<file path="config.mk">
export PLATFORM = sky130hd
export DESIGN_NAME = adr_ctrl
export DESIGN_NICKNAME = d
export VERILOG_FILES = /design/src/sv/adr_pkg.sv /design/src/sv/adr_ctrl.sv
export SDC_FILE = /design/constraint.sdc
export NUM_CORES = 1
export LEC_CHECK = 0
export BUFFER_PORTS_ARGS = -buffer_cell sky130_fd_sc_hd__buf_4
export CORE_ASPECT_RATIO = 1.1
export CORE_MARGIN = 3
export CORE_UTILIZATION = 45
export CTS_BUF_LIST = sky130_fd_sc_hd__clkbuf_8 sky130_fd_sc_hd__clkbuf_16
export CTS_CLUSTER_SIZE = 25
export DETAILED_ROUTE_END_ITERATION = 16
export HOLD_SLACK_MARGIN = 0.05
export PLACE_DENSITY = 0.79
export SLEW_MARGIN = 20
export SYNTH_ARGS = -nofsm -noshare
export SYNTH_HDL_FRONTEND = slang
export SYNTH_SLANG_ARGS = --single-unit
</file>
<file path="constraint.sdc">
create_clock -name clk_i -period 1.3 [get_ports clk_i]
set_input_delay 0.065 -clock clk_i [delete_from_list [all_inputs] [get_ports clk_i]]
set_output_delay 0.065 -clock clk_i [all_outputs]
set_load 0.02 [all_outputs]
</file>
<file path="src/sv/adr_pkg.sv">
// adr_pkg: widths, constants, command and status types of the dead-reckoning core.
// No dependencies; every other file uses it.
`timescale 1ns / 1ps

package adr_pkg;

  localparam int SampleW          = 16;
  localparam int FieldW           = 32;
  localparam int SumW             = 23;
  localparam int GainW            = 32;
  localparam int DbW              = 31;
  localparam int TsW              = 16;
  localparam int RunW             = 8;
  localparam int CfgIdxW          = 3;
  localparam int CfgDataW         = 32;

  localparam int SamplesPerResult = 25;
  localparam int CntW             = $clog2(SamplesPerResult + 1);

  // averaging: round(prod / (SamplesPerResult * 2^8)) done as
  // ((|prod| + half) >> 8) / SamplesPerResult
  localparam int AvgShift         = 8;
  localparam int DivHalf          = (SamplesPerResult << AvgShift) / 2;
  // scaled magnitude clamped where the quotient reaches 2^31 (saturates either sign)
  localparam longint ScaledMax    = longint'(SamplesPerResult) << 31;
  localparam int ScaledW          = $clog2(ScaledMax + 1);
  // floor(y / SamplesPerResult) = (y * RcpMul) >> RcpShift for y < 2^ScaledW
  localparam int RcpShift         = ScaledW + $clog2(SamplesPerResult);
  localparam int RcpW             = ScaledW + 1;
  localparam int RcpLoW           = RcpW / 2;
  localparam int RcpHiW           = RcpW - RcpLoW;
  localparam int RcpPW            = ScaledW + RcpHiW;
  localparam int RcpAccW          = ScaledW + RcpW;
  localparam logic [RcpW-1:0] RcpMul =
    RcpW'(((longint'(1) << RcpShift) + SamplesPerResult - 1) / SamplesPerResult);
  localparam int MagW             = 40;

  localparam int MulAW            = 34;
  localparam int MulBW            = 33;
  localparam int ProdW            = 56;
  localparam int TrapShift        = 17;

  typedef enum logic [CfgIdxW-1:0] {
    CFG_GAIN = 3'd0,
    CFG_DB_X = 3'd1,
    CFG_DB_Y = 3'd2,
    CFG_DB_Z = 3'd3,
    CFG_TS   = 3'd4,
    CFG_ZRL  = 3'd5
  } adr_cfg_idx_e;

  typedef enum logic [3:0] {
    CMD_NONE,
    CMD_ACC,
    CMD_MUL_GAIN,
    CMD_DIV_INIT,
    CMD_RCP_LO,
    CMD_RCP_HI,
    CMD_ACCEL,
    CMD_MUL_TV,
    CMD_ROUND,
    CMD_VEL,
    CMD_MUL_TP,
    CMD_POS,
    CMD_LOAD
  } adr_cmd_e;

  typedef struct packed {
    adr_cmd_e   op;
    logic [1:0] axis;
  } adr_cmd_t;

  typedef struct packed {
    logic out_busy;
  } adr_sts_t;

endpackage

</file>
<file path="src/sv/adr_ctrl.sv">
// adr_ctrl: sequencer; counts samples, then walks each axis through the datapath.
// Depends on adr_pkg.
`timescale 1ns / 1ps

module adr_ctrl (
  input  logic              clk_i,
  input  logic              rst_ni,
  input  logic              in_valid_i,
  output logic              in_ready_o,
  output adr_pkg::adr_cmd_t cmd_o,
  input  adr_pkg::adr_sts_t sts_i
);
  import adr_pkg::*;

  typedef enum logic [3:0] {
    S_IDLE, S_MUL_G, S_DIV_INIT, S_RCP_LO, S_RCP_HI, S_ACCEL, S_MUL_TV, S_RND_V,
    S_VEL, S_MUL_TP, S_RND_P, S_POS, S_PUSH
  } state_e;

  state_e            state_q;
  logic [CntW-1:0]   cnt_q;
  logic [1:0]        axis_q;
  logic              in_beat;

  assign in_ready_o = (state_q == S_IDLE);
  assign in_beat    = in_valid_i && in_ready_o;

  always_comb begin
    cmd_o.axis = axis_q;
    unique case (state_q)
      S_IDLE:     cmd_o.op = in_beat ? CMD_ACC : CMD_NONE;
      S_MUL_G:    cmd_o.op = CMD_MUL_GAIN;
      S_DIV_INIT: cmd_o.op = CMD_DIV_INIT;
      S_RCP_LO:   cmd_o.op = CMD_RCP_LO;
      S_RCP_HI:   cmd_o.op = CMD_RCP_HI;
      S_ACCEL:    cmd_o.op = CMD_ACCEL;
      S_MUL_TV:   cmd_o.op = CMD_MUL_TV;
      S_RND_V:    cmd_o.op = CMD_ROUND;
      S_VEL:      cmd_o.op = CMD_VEL;
      S_MUL_TP:   cmd_o.op = CMD_MUL_TP;
      S_RND_P:    cmd_o.op = CMD_ROUND;
      S_POS:      cmd_o.op = CMD_POS;
      S_PUSH:     cmd_o.op = sts_i.out_busy ? CMD_NONE : CMD_LOAD;
      default:    cmd_o.op = CMD_NONE;
    endcase
  end

  always_ff @(posedge clk_i or negedge rst_ni) begin
    if (!rst_ni) begin
      state_q <= S_IDLE;
      cnt_q   <= '0;
      axis_q  <= '0;
    end else begin
      unique case (state_q)
        S_IDLE: begin
          if (in_beat) begin
            if (cnt_q == CntW'(SamplesPerResult - 1)) begin
              cnt_q   <= '0;
              axis_q  <= '0;
              state_q <= S_MUL_G;
            end else begin
              cnt_q <= cnt_q + 1'b1;
            end
          end
        end
        S_MUL_G:    state_q <= S_DIV_INIT;
        S_DIV_INIT: state_q <= S_RCP_LO;
        S_RCP_LO:   state_q <= S_RCP_HI;
        S_RCP_HI:   state_q <= S_ACCEL;
        S_ACCEL:    state_q <= S_MUL_TV;
        S_MUL_TV:   state_q <= S_RND_V;
        S_RND_V:    state_q <= S_VEL;
        S_VEL:      state_q <= S_MUL_TP;
        S_MUL_TP:   state_q <= S_RND_P;
        S_RND_P:    state_q <= S_POS;
        S_POS: begin
          if (axis_q == 2'd2) begin
            state_q <= S_PUSH;
          end else begin
            axis_q  <= axis_q + 1'b1;
            state_q <= S_MUL_G;
          end
        end
        S_PUSH: begin
          if (!sts_i.out_busy) state_q <= S_IDLE;
        end
        default: state_q <= S_IDLE;
      endcase
    end
  end

  a_load_free: assert property (@(posedge clk_i) disable iff (!rst_ni)
    cmd_o.op == CMD_LOAD |-> !sts_i.out_busy) else $error("load into busy output");
  a_axis_rng: assert property (@(posedge clk_i) disable iff (!rst_ni)
    axis_q != 2'd3) else $error("axis out of range");
  a_cnt_rng: assert property (@(posedge clk_i) disable iff (!rst_ni)
    cnt_q < CntW'(SamplesPerResult)) else $error("sample count overrun");

endmodule

</file>
==> metrics, run 1 <==
outcome=complete, but fails checks; failing checks=negative setup slack; proportion of synthesized area in mux cells=1.64%; Tightest Pin Transition=0.323 ns; Detailed Routing Iterations Pass 1=4; antenna violations before repair=0; slowest CP cell=dfrtp_1; fin crit share=115%; Initial DRC Count=17; Routed Antenna Nets=0; CP Capture Point=cmd_o[5]; Hold Violations, Final=0; dpl hpwl=1.30 mm; final setup vio count=13; vias in the first global route=742; leakage power=0.527 nW; Hold Slack=0.166 ns; Largest stage delay, worst path=0.37 ns; worst hold path class=input pin to register; final setup margin=-0.189 ns; largest family of logic cells by synthesized area=simple AND/OR/NAND/NOR gates; share of cells above drive strength 1=49.1%; first-pass GRT wire length=3.47 mm; Max Cap Viol=0; worst path arrival time=1.42 ns; CP Launch Type=register; RR Startpoint=state_q[3]; Post-Synth Adder-Cell Area=5.45%; Net Count, Synth=86; die area=2040 sq um; Final nets=124; gr ovfl total=0; clk_lat worst skew=0.24 ns; cell breakdown of the critical path=buf_6 > nand2_2 > or3_1 > nand2_1 > buf_4; Slew headroom=78.3%; Routed Wire Length=2.23 mm; CTS clk-pin slew, worst paths=0.05 ns; CP max FO=11; XOR/XNOR Fraction of Synth Area=1.27%; IO Count=11; Syn Inst Count=79; Critical Path RT=1.24 ns; FF+latch count, synth=11; clock sink count=11; Synth Area in Simple Gates=22.9%; die extent in x=43.3 um; pin count of the biggest net entering global routing=12; area delta synth->final=63.8%; FP Rows=14; Worst Setup Path Type=register to output pin; starting density of the core=49.1%; Setup WS pre-CTS=-0.197 ns; Seq/Total Area, Yosys=40.0%; post-synthesis async set-or-reset flop share=100%; number of synthesized flops with an enable pin=0; R2R depth=4; PD cells=2940 nW/um^2; Cell Area, Synth=688 sq um; total core area=1400 sq um; GRT Util Overall=23.6%; Max clock buf depth=2; Num CTS Buffers=3; port bufs=10; top_reg_cell synth=dfrtp_1; fmax=672 MHz; RSZ-0062 raised after global routing=yes; Distinct cells, synth=31; via count=758; Layout Utilization=80.4%; depth of the CTS H-tree=1; minimum clock period=1.49 ns; Ant. Diodes=0; Ys Warns=0; DRC viols=0; Final GP Congestion=0.748; Avg WL per Cell=16.9 um; RR Endpoint=cnt_q[2]; max-slew violations=0; worst clock skew=0.000733 ns; Post-Syn Area per Cell=8.71 sq um; worst setup path startpoint=state_q[0]; complex-gate fraction of the synthesized area=22.7%; flop-to-flop setup slack=-0.18 ns; Setup TNS=-1.66 ns; CP endpoint kind=output pin; DR vias/cell=5.74; Die H=47.0 um; root buffer cell=clkbuf_8; TritonCTS clock tree=built; Max IR drop VDD=0.00167 V
metrics by stage:
| stage | cell area (sq um) | instances | power [mW] |
|---|---|---|---|
| after global routing | 1130 | 132 | 3.54 |
| after detailed placement | 885 | 117 | 2.38 |
| after global placement | 885 | 117 | 2.28 |
| after CTS | 1090 | 129 | 3.22 |
| after floorplan | 688 | 79 | 1.60 |
| final | 1130 | 132 | 3.32 |
state kept, by name (all words and copies together), names as in the netlist:
name and flops:
state_q 4, cnt_q 5, axis_q 2
metal layers:
| metal | up-vias | global-route usage [%] | part of all wire [%] |
|---|---|---|---|
| met5 | - | 0 | 0 |
| met4 | 0 | 14.5 | 1.5 |
| met2 | 17 | 37.8 | 51 |
| li1 | 361 | - | - |
| met3 | 5 | 4.21 | 3.8 |
| met1 | 375 | 30.2 | 44 |
where the power goes:
group / switching [mW] / internal [mW] / total, mW
Clock: 0.134 / 0.208 / 0.342
Sequential: 0.156 / 0.504 / 0.660
Combinational: 1.16 / 1.15 / 2.31
Total: 1.45 / 1.86 / 3.32
logic make-up (layout without fill, tap and decap cells):
| logic type | Yosys count | in the layout |
|---|---|---|
| AND/OR/NAND/NOR | 27 | 28 |
| multiplexers | 1 | 1 |
| adder cells (fa/ha/maj) | 3 | 3 |
| XOR/XNOR | 1 | 1 |
| flip-flops | 11 | 11 |
| buffers and inverters | 10 | 46 |
| AO/OA/AOI/OAI | 26 | 26 |
timing repair:
item | CTS | global route
endpoints found under the setup margin | 11 | 13
endpoints found under the hold margin | 11 | 0
hold buffers | 1 | 0
gates resized for setup | 26 | 4
cloned | 1 | 0
setup buffers | 6 | 3
pin swaps | 7 | 2
cells in the final DEF, fill, tap and decap left out, drive strengths merged, types with 2 or more instances in the layout:
cell type	n
ha	3
buf	35
nor3	3
a21oi	6
inv	7
nand2	11
dfrtp	11
o31ai	4
and2	2
o21ai	10
clkbuf	3
o211ai	2
nand3	3
cell usage after synthesis (2+ instances only):
master | instances | area share (%)
nand3_1 | 3 | 2.2
inv_1 | 5 | 2.7
nand2_1 | 9 | 4.9
and2_1 | 2 | 1.8
buf_2 | 3 | 2.2
o31ai_1 | 4 | 4.4
o21ai_1 | 9 | 6.5
ha_1 | 3 | 5.5
a21oi_1 | 6 | 4.4
o211ai_1 | 2 | 2.2
dfrtp_1 | 11 | 40
nor3_1 | 3 | 2.2
critical path, delay by kind of cell, from the launching register on:
kind	cells	cell delay, ns
buffers and inverters	2	0.32
flip-flops	1	0.37
AND/OR/NAND/NOR	3	0.49
how the worst min path moves through the flow:
stage	to	slack [ns]	start	cells past startpoint
after detailed placement	cnt_q[4]	-0.09	rst_ni	1
after CTS	cnt_q[4]	0.15	in_valid_i	3
after global routing	cnt_q[4]	0.17	in_valid_i	3
after global placement	cnt_q[4]	-0.09	rst_ni	1
after floorplan	axis_q[0]	-0.23	rst_ni	0
final	cnt_q[4]	0.17	in_valid_i	3
cell type report:
class | instances | area [sq um]
Clock buffer | 3 | 41.3
Clock inverter | 1 | 3.75
Fill cell | 85 | 274
Inverter | 6 | 22.5
Multi-Input combinational cell | 59 | 459
Sequential cell | 11 | 278
Tap cell | 16 | 20.0
Timing Repair Buffer | 36 | 303
(Power assumes the default switching activity.)
==> inputs of run 2 (changes only) <==
SKIP_LAST_GASP = 1   (was default)
==> run 2 against run 1 <==
Net effect: critical path depth fell by 1; the run still ends with negative setup slack left; maximum frequency shrank 2.9%; highest routed layer unchanged; sequential share of layout area fell by 0.64 points; first-iteration DRC count up 94%; design area is 2.7% higher; sequential power increased by 0.8%; flip-flop and latch count did not move; clock power grew 1%.
==> metrics, run 2 (synthesized netlist as in run 1, its figures left out) <==
outcome=complete, but fails checks (unchanged); failing checks=negative setup slack (unchanged); pin count of the biggest net entering global routing=12 (unchanged); Max Cap Viol=0 (unchanged); dpl hpwl=1.30 mm (unchanged); Cells after DPL=117 (unchanged); Final nets=126 (was 124); RR Endpoint=cnt_q[2] (unchanged); PD cells=2950 nW/um^2 (was 2940 nW/um^2); Max clock buf depth=2 (unchanged); overall power=3.41 mW (was 3.32 mW); die area=2040 sq um (unchanged); IO Count=11 (unchanged); most common cell after layout, fill and taps aside=buf_4 (unchanged); met2 usage=35.1% (was 37.8%); most frequent cells in the layout=buf_4, dfrtp_1, buf_6 (was buf_4, o21ai_1, dfrtp_1); root buffer cell=clkbuf_8 (unchanged); CP endpoint kind=register (was output pin); starting density of the core=49.1% (unchanged); GRT busiest layer=met2 (unchanged); first-pass GRT wire length=3.28 mm (was 3.47 mm); CP max FO=4 (was 11); Hold Violations, Final=0 (unchanged); max FFs per register=5 (unchanged); cell breakdown of the critical path=buf_6 > nor4_4 > nand3_1 > mux2_4 (was buf_6 > nand2_2 > or3_1 > nand2_1 > buf_4); port bufs=10 (unchanged); biggest regs=cnt_q: 5 flops, state_q: 4 flops, axis_q: 2 flops (unchanged); Initial DRC Count=33 (was 17); max-slew violations=0 (unchanged); minimum clock period=1.53 ns (was 1.49 ns); Die H=47.0 um (unchanged); slowest CP cell=dfrtp_1 (unchanged); CTS clk-pin slew, worst paths=0.05 ns (about the same); area delta synth->final=68.2% (was 63.8%); final setup margin=-0.234 ns (was -0.189 ns); CP Launch Type=register (unchanged); flop-to-flop setup slack=-0.23 ns (was -0.18 ns); fin crit share=118% (was 115%); Critical Path RT=1.43 ns (was 1.24 ns); DR vias/cell=5.97 (was 5.74); DRC viols=0 (unchanged); Routed Wire Length=2.33 mm (was 2.23 mm); via count=800 (was 758); clock sink count=11 (unchanged); worst clock skew=0.00191 ns (was 0.000733 ns); Layout Utilization=82.6% (was 80.4%); Routed Antenna Nets=0 (unchanged); die extent in x=43.3 um (unchanged); GRT Util Overall=22.3% (was 23.6%); total core area=1400 sq um (unchanged); routing usage on met1=29.1% (was 30.2%); CP top delay family=simple AND/OR/NAND/NOR gates (unchanged); depth of the CTS H-tree=1 (unchanged); final setup vio count=14 (was 13); Setup WS pre-CTS=-0.197 ns (unchanged); Slew headroom=76.6% (was 78.3%); Worst Setup Path Type=register to register (was register to output pin); worst path arrival time=1.66 ns (was 1.42 ns); share of cells above drive strength 1=53.4% (was 49.1%); TritonCTS clock tree=built (unchanged); Largest stage delay, worst path=0.40 ns (was 0.37 ns); Max IR drop VDD=0.00169 V (was 0.00167 V); Ant. Diodes=0 (unchanged); M3 GR Usage=3.45% (was 4.21%); Filler cells=78 (was 85); Detailed Routing Iterations Pass 1=4 (unchanged); leakage power=0.539 nW (was 0.527 nW); clk_lat worst skew=0.24 ns (about the same); Final GP Congestion=0.748 (unchanged); worst path buffer plus inverter count=1 (was 2); FP Rows=14 (unchanged); gr ovfl total=0 (unchanged); antenna violations before repair=0 (unchanged); Layout Cells excl Fill=134 (was 132); Tightest Pin Transition=0.349 ns (was 0.323 ns); Hold Slack=0.197 ns (was 0.166 ns); Most flops, register=cnt_q (unchanged); RSZ-0062 raised after global routing=yes (unchanged); Num CTS Buffers=3 (unchanged); fmax=652 MHz (was 672 MHz); Avg WL per Cell=17.4 um (was 16.9 um); vias in the first global route=732 (was 742); R2R depth=4 (unchanged); worst hold path class=input pin to asynchronous set/reset pin (was input pin to register); RR Startpoint=state_q[3] (unchanged)
==> run 2: how the worst max path moves through the flow <==
| stage | startpoint | to | slack, ns | depth (start not counted) |
|---|---|---|---|---|
| floorplan | state_q[3] | axis_q[0] | -0.14 | 4 |
| global placement | cnt_q[0] | state_q[0] | -0.09 | 5 |
| detailed placement | cnt_q[0] | state_q[0] | -0.20 | 5 |
| CTS | state_q[0] | cmd_o[5] | -0.18 | 5 |
| global route | state_q[3] | axis_q[1] | -0.27 | 5 |
| finish | state_q[3] | cnt_q[2] | -0.23 | 4 |
==> run 2: layout make-up <==
| type | instances | area, sq um | share of cell area, % |
|---|---|---|---|
| tap | 16 | 20.0 | 1.73 |
| clock inverter | 1 | 3.75 | 0.324 |
| clock buffer | 3 | 41.3 | 3.57 |
| timing repair buffer | 38 | 318 | 27.5 |
| sequential | 11 | 278 | 24.0 |
| inverter | 6 | 22.5 | 1.95 |
| multi-input combinational | 59 | 474 | 41.0 |
==> run 2: metrics by stage <==
step                cell area [sq um]  setup TNS, ns
floorplan                         688         -0.773
global placement                  885         -0.205
detailed placement                885         -0.624
CTS                              1070          -1.47
global route                     1160          -2.99
finish                           1160          -2.19
==> run 2: per-layer routing <==
| metal | share of wire, % | routed length [um] |
|---|---|---|
| met5 | 0 | 0 |
| met4 | 1.9 | 44 |
| met3 | 7.7 | 179 |
| met2 | 49 | 1130 |
| met1 | 42 | 975 |
==> run 2: report_power, final <==
group / total (mW) / switching [mW] / internal (mW)
sequential: 0.665 / 0.161 / 0.504
clock: 0.347 / 0.138 / 0.208
combinational: 2.40 / 1.21 / 1.20
==> run 2: repair_timing <==
| action | 4_1_cts | 5_1_grt |
|---|---|---|
| endpoints found under the hold margin | 11 | 0 |
| cloned | 1 | 0 |
| resized for setup | 22 | 12 |
| setup endpoints to repair | 11 | 13 |
| hold buffers | 1 | 0 |
| pin swaps | 7 | 9 |
| buffers inserted | 6 | 5 |
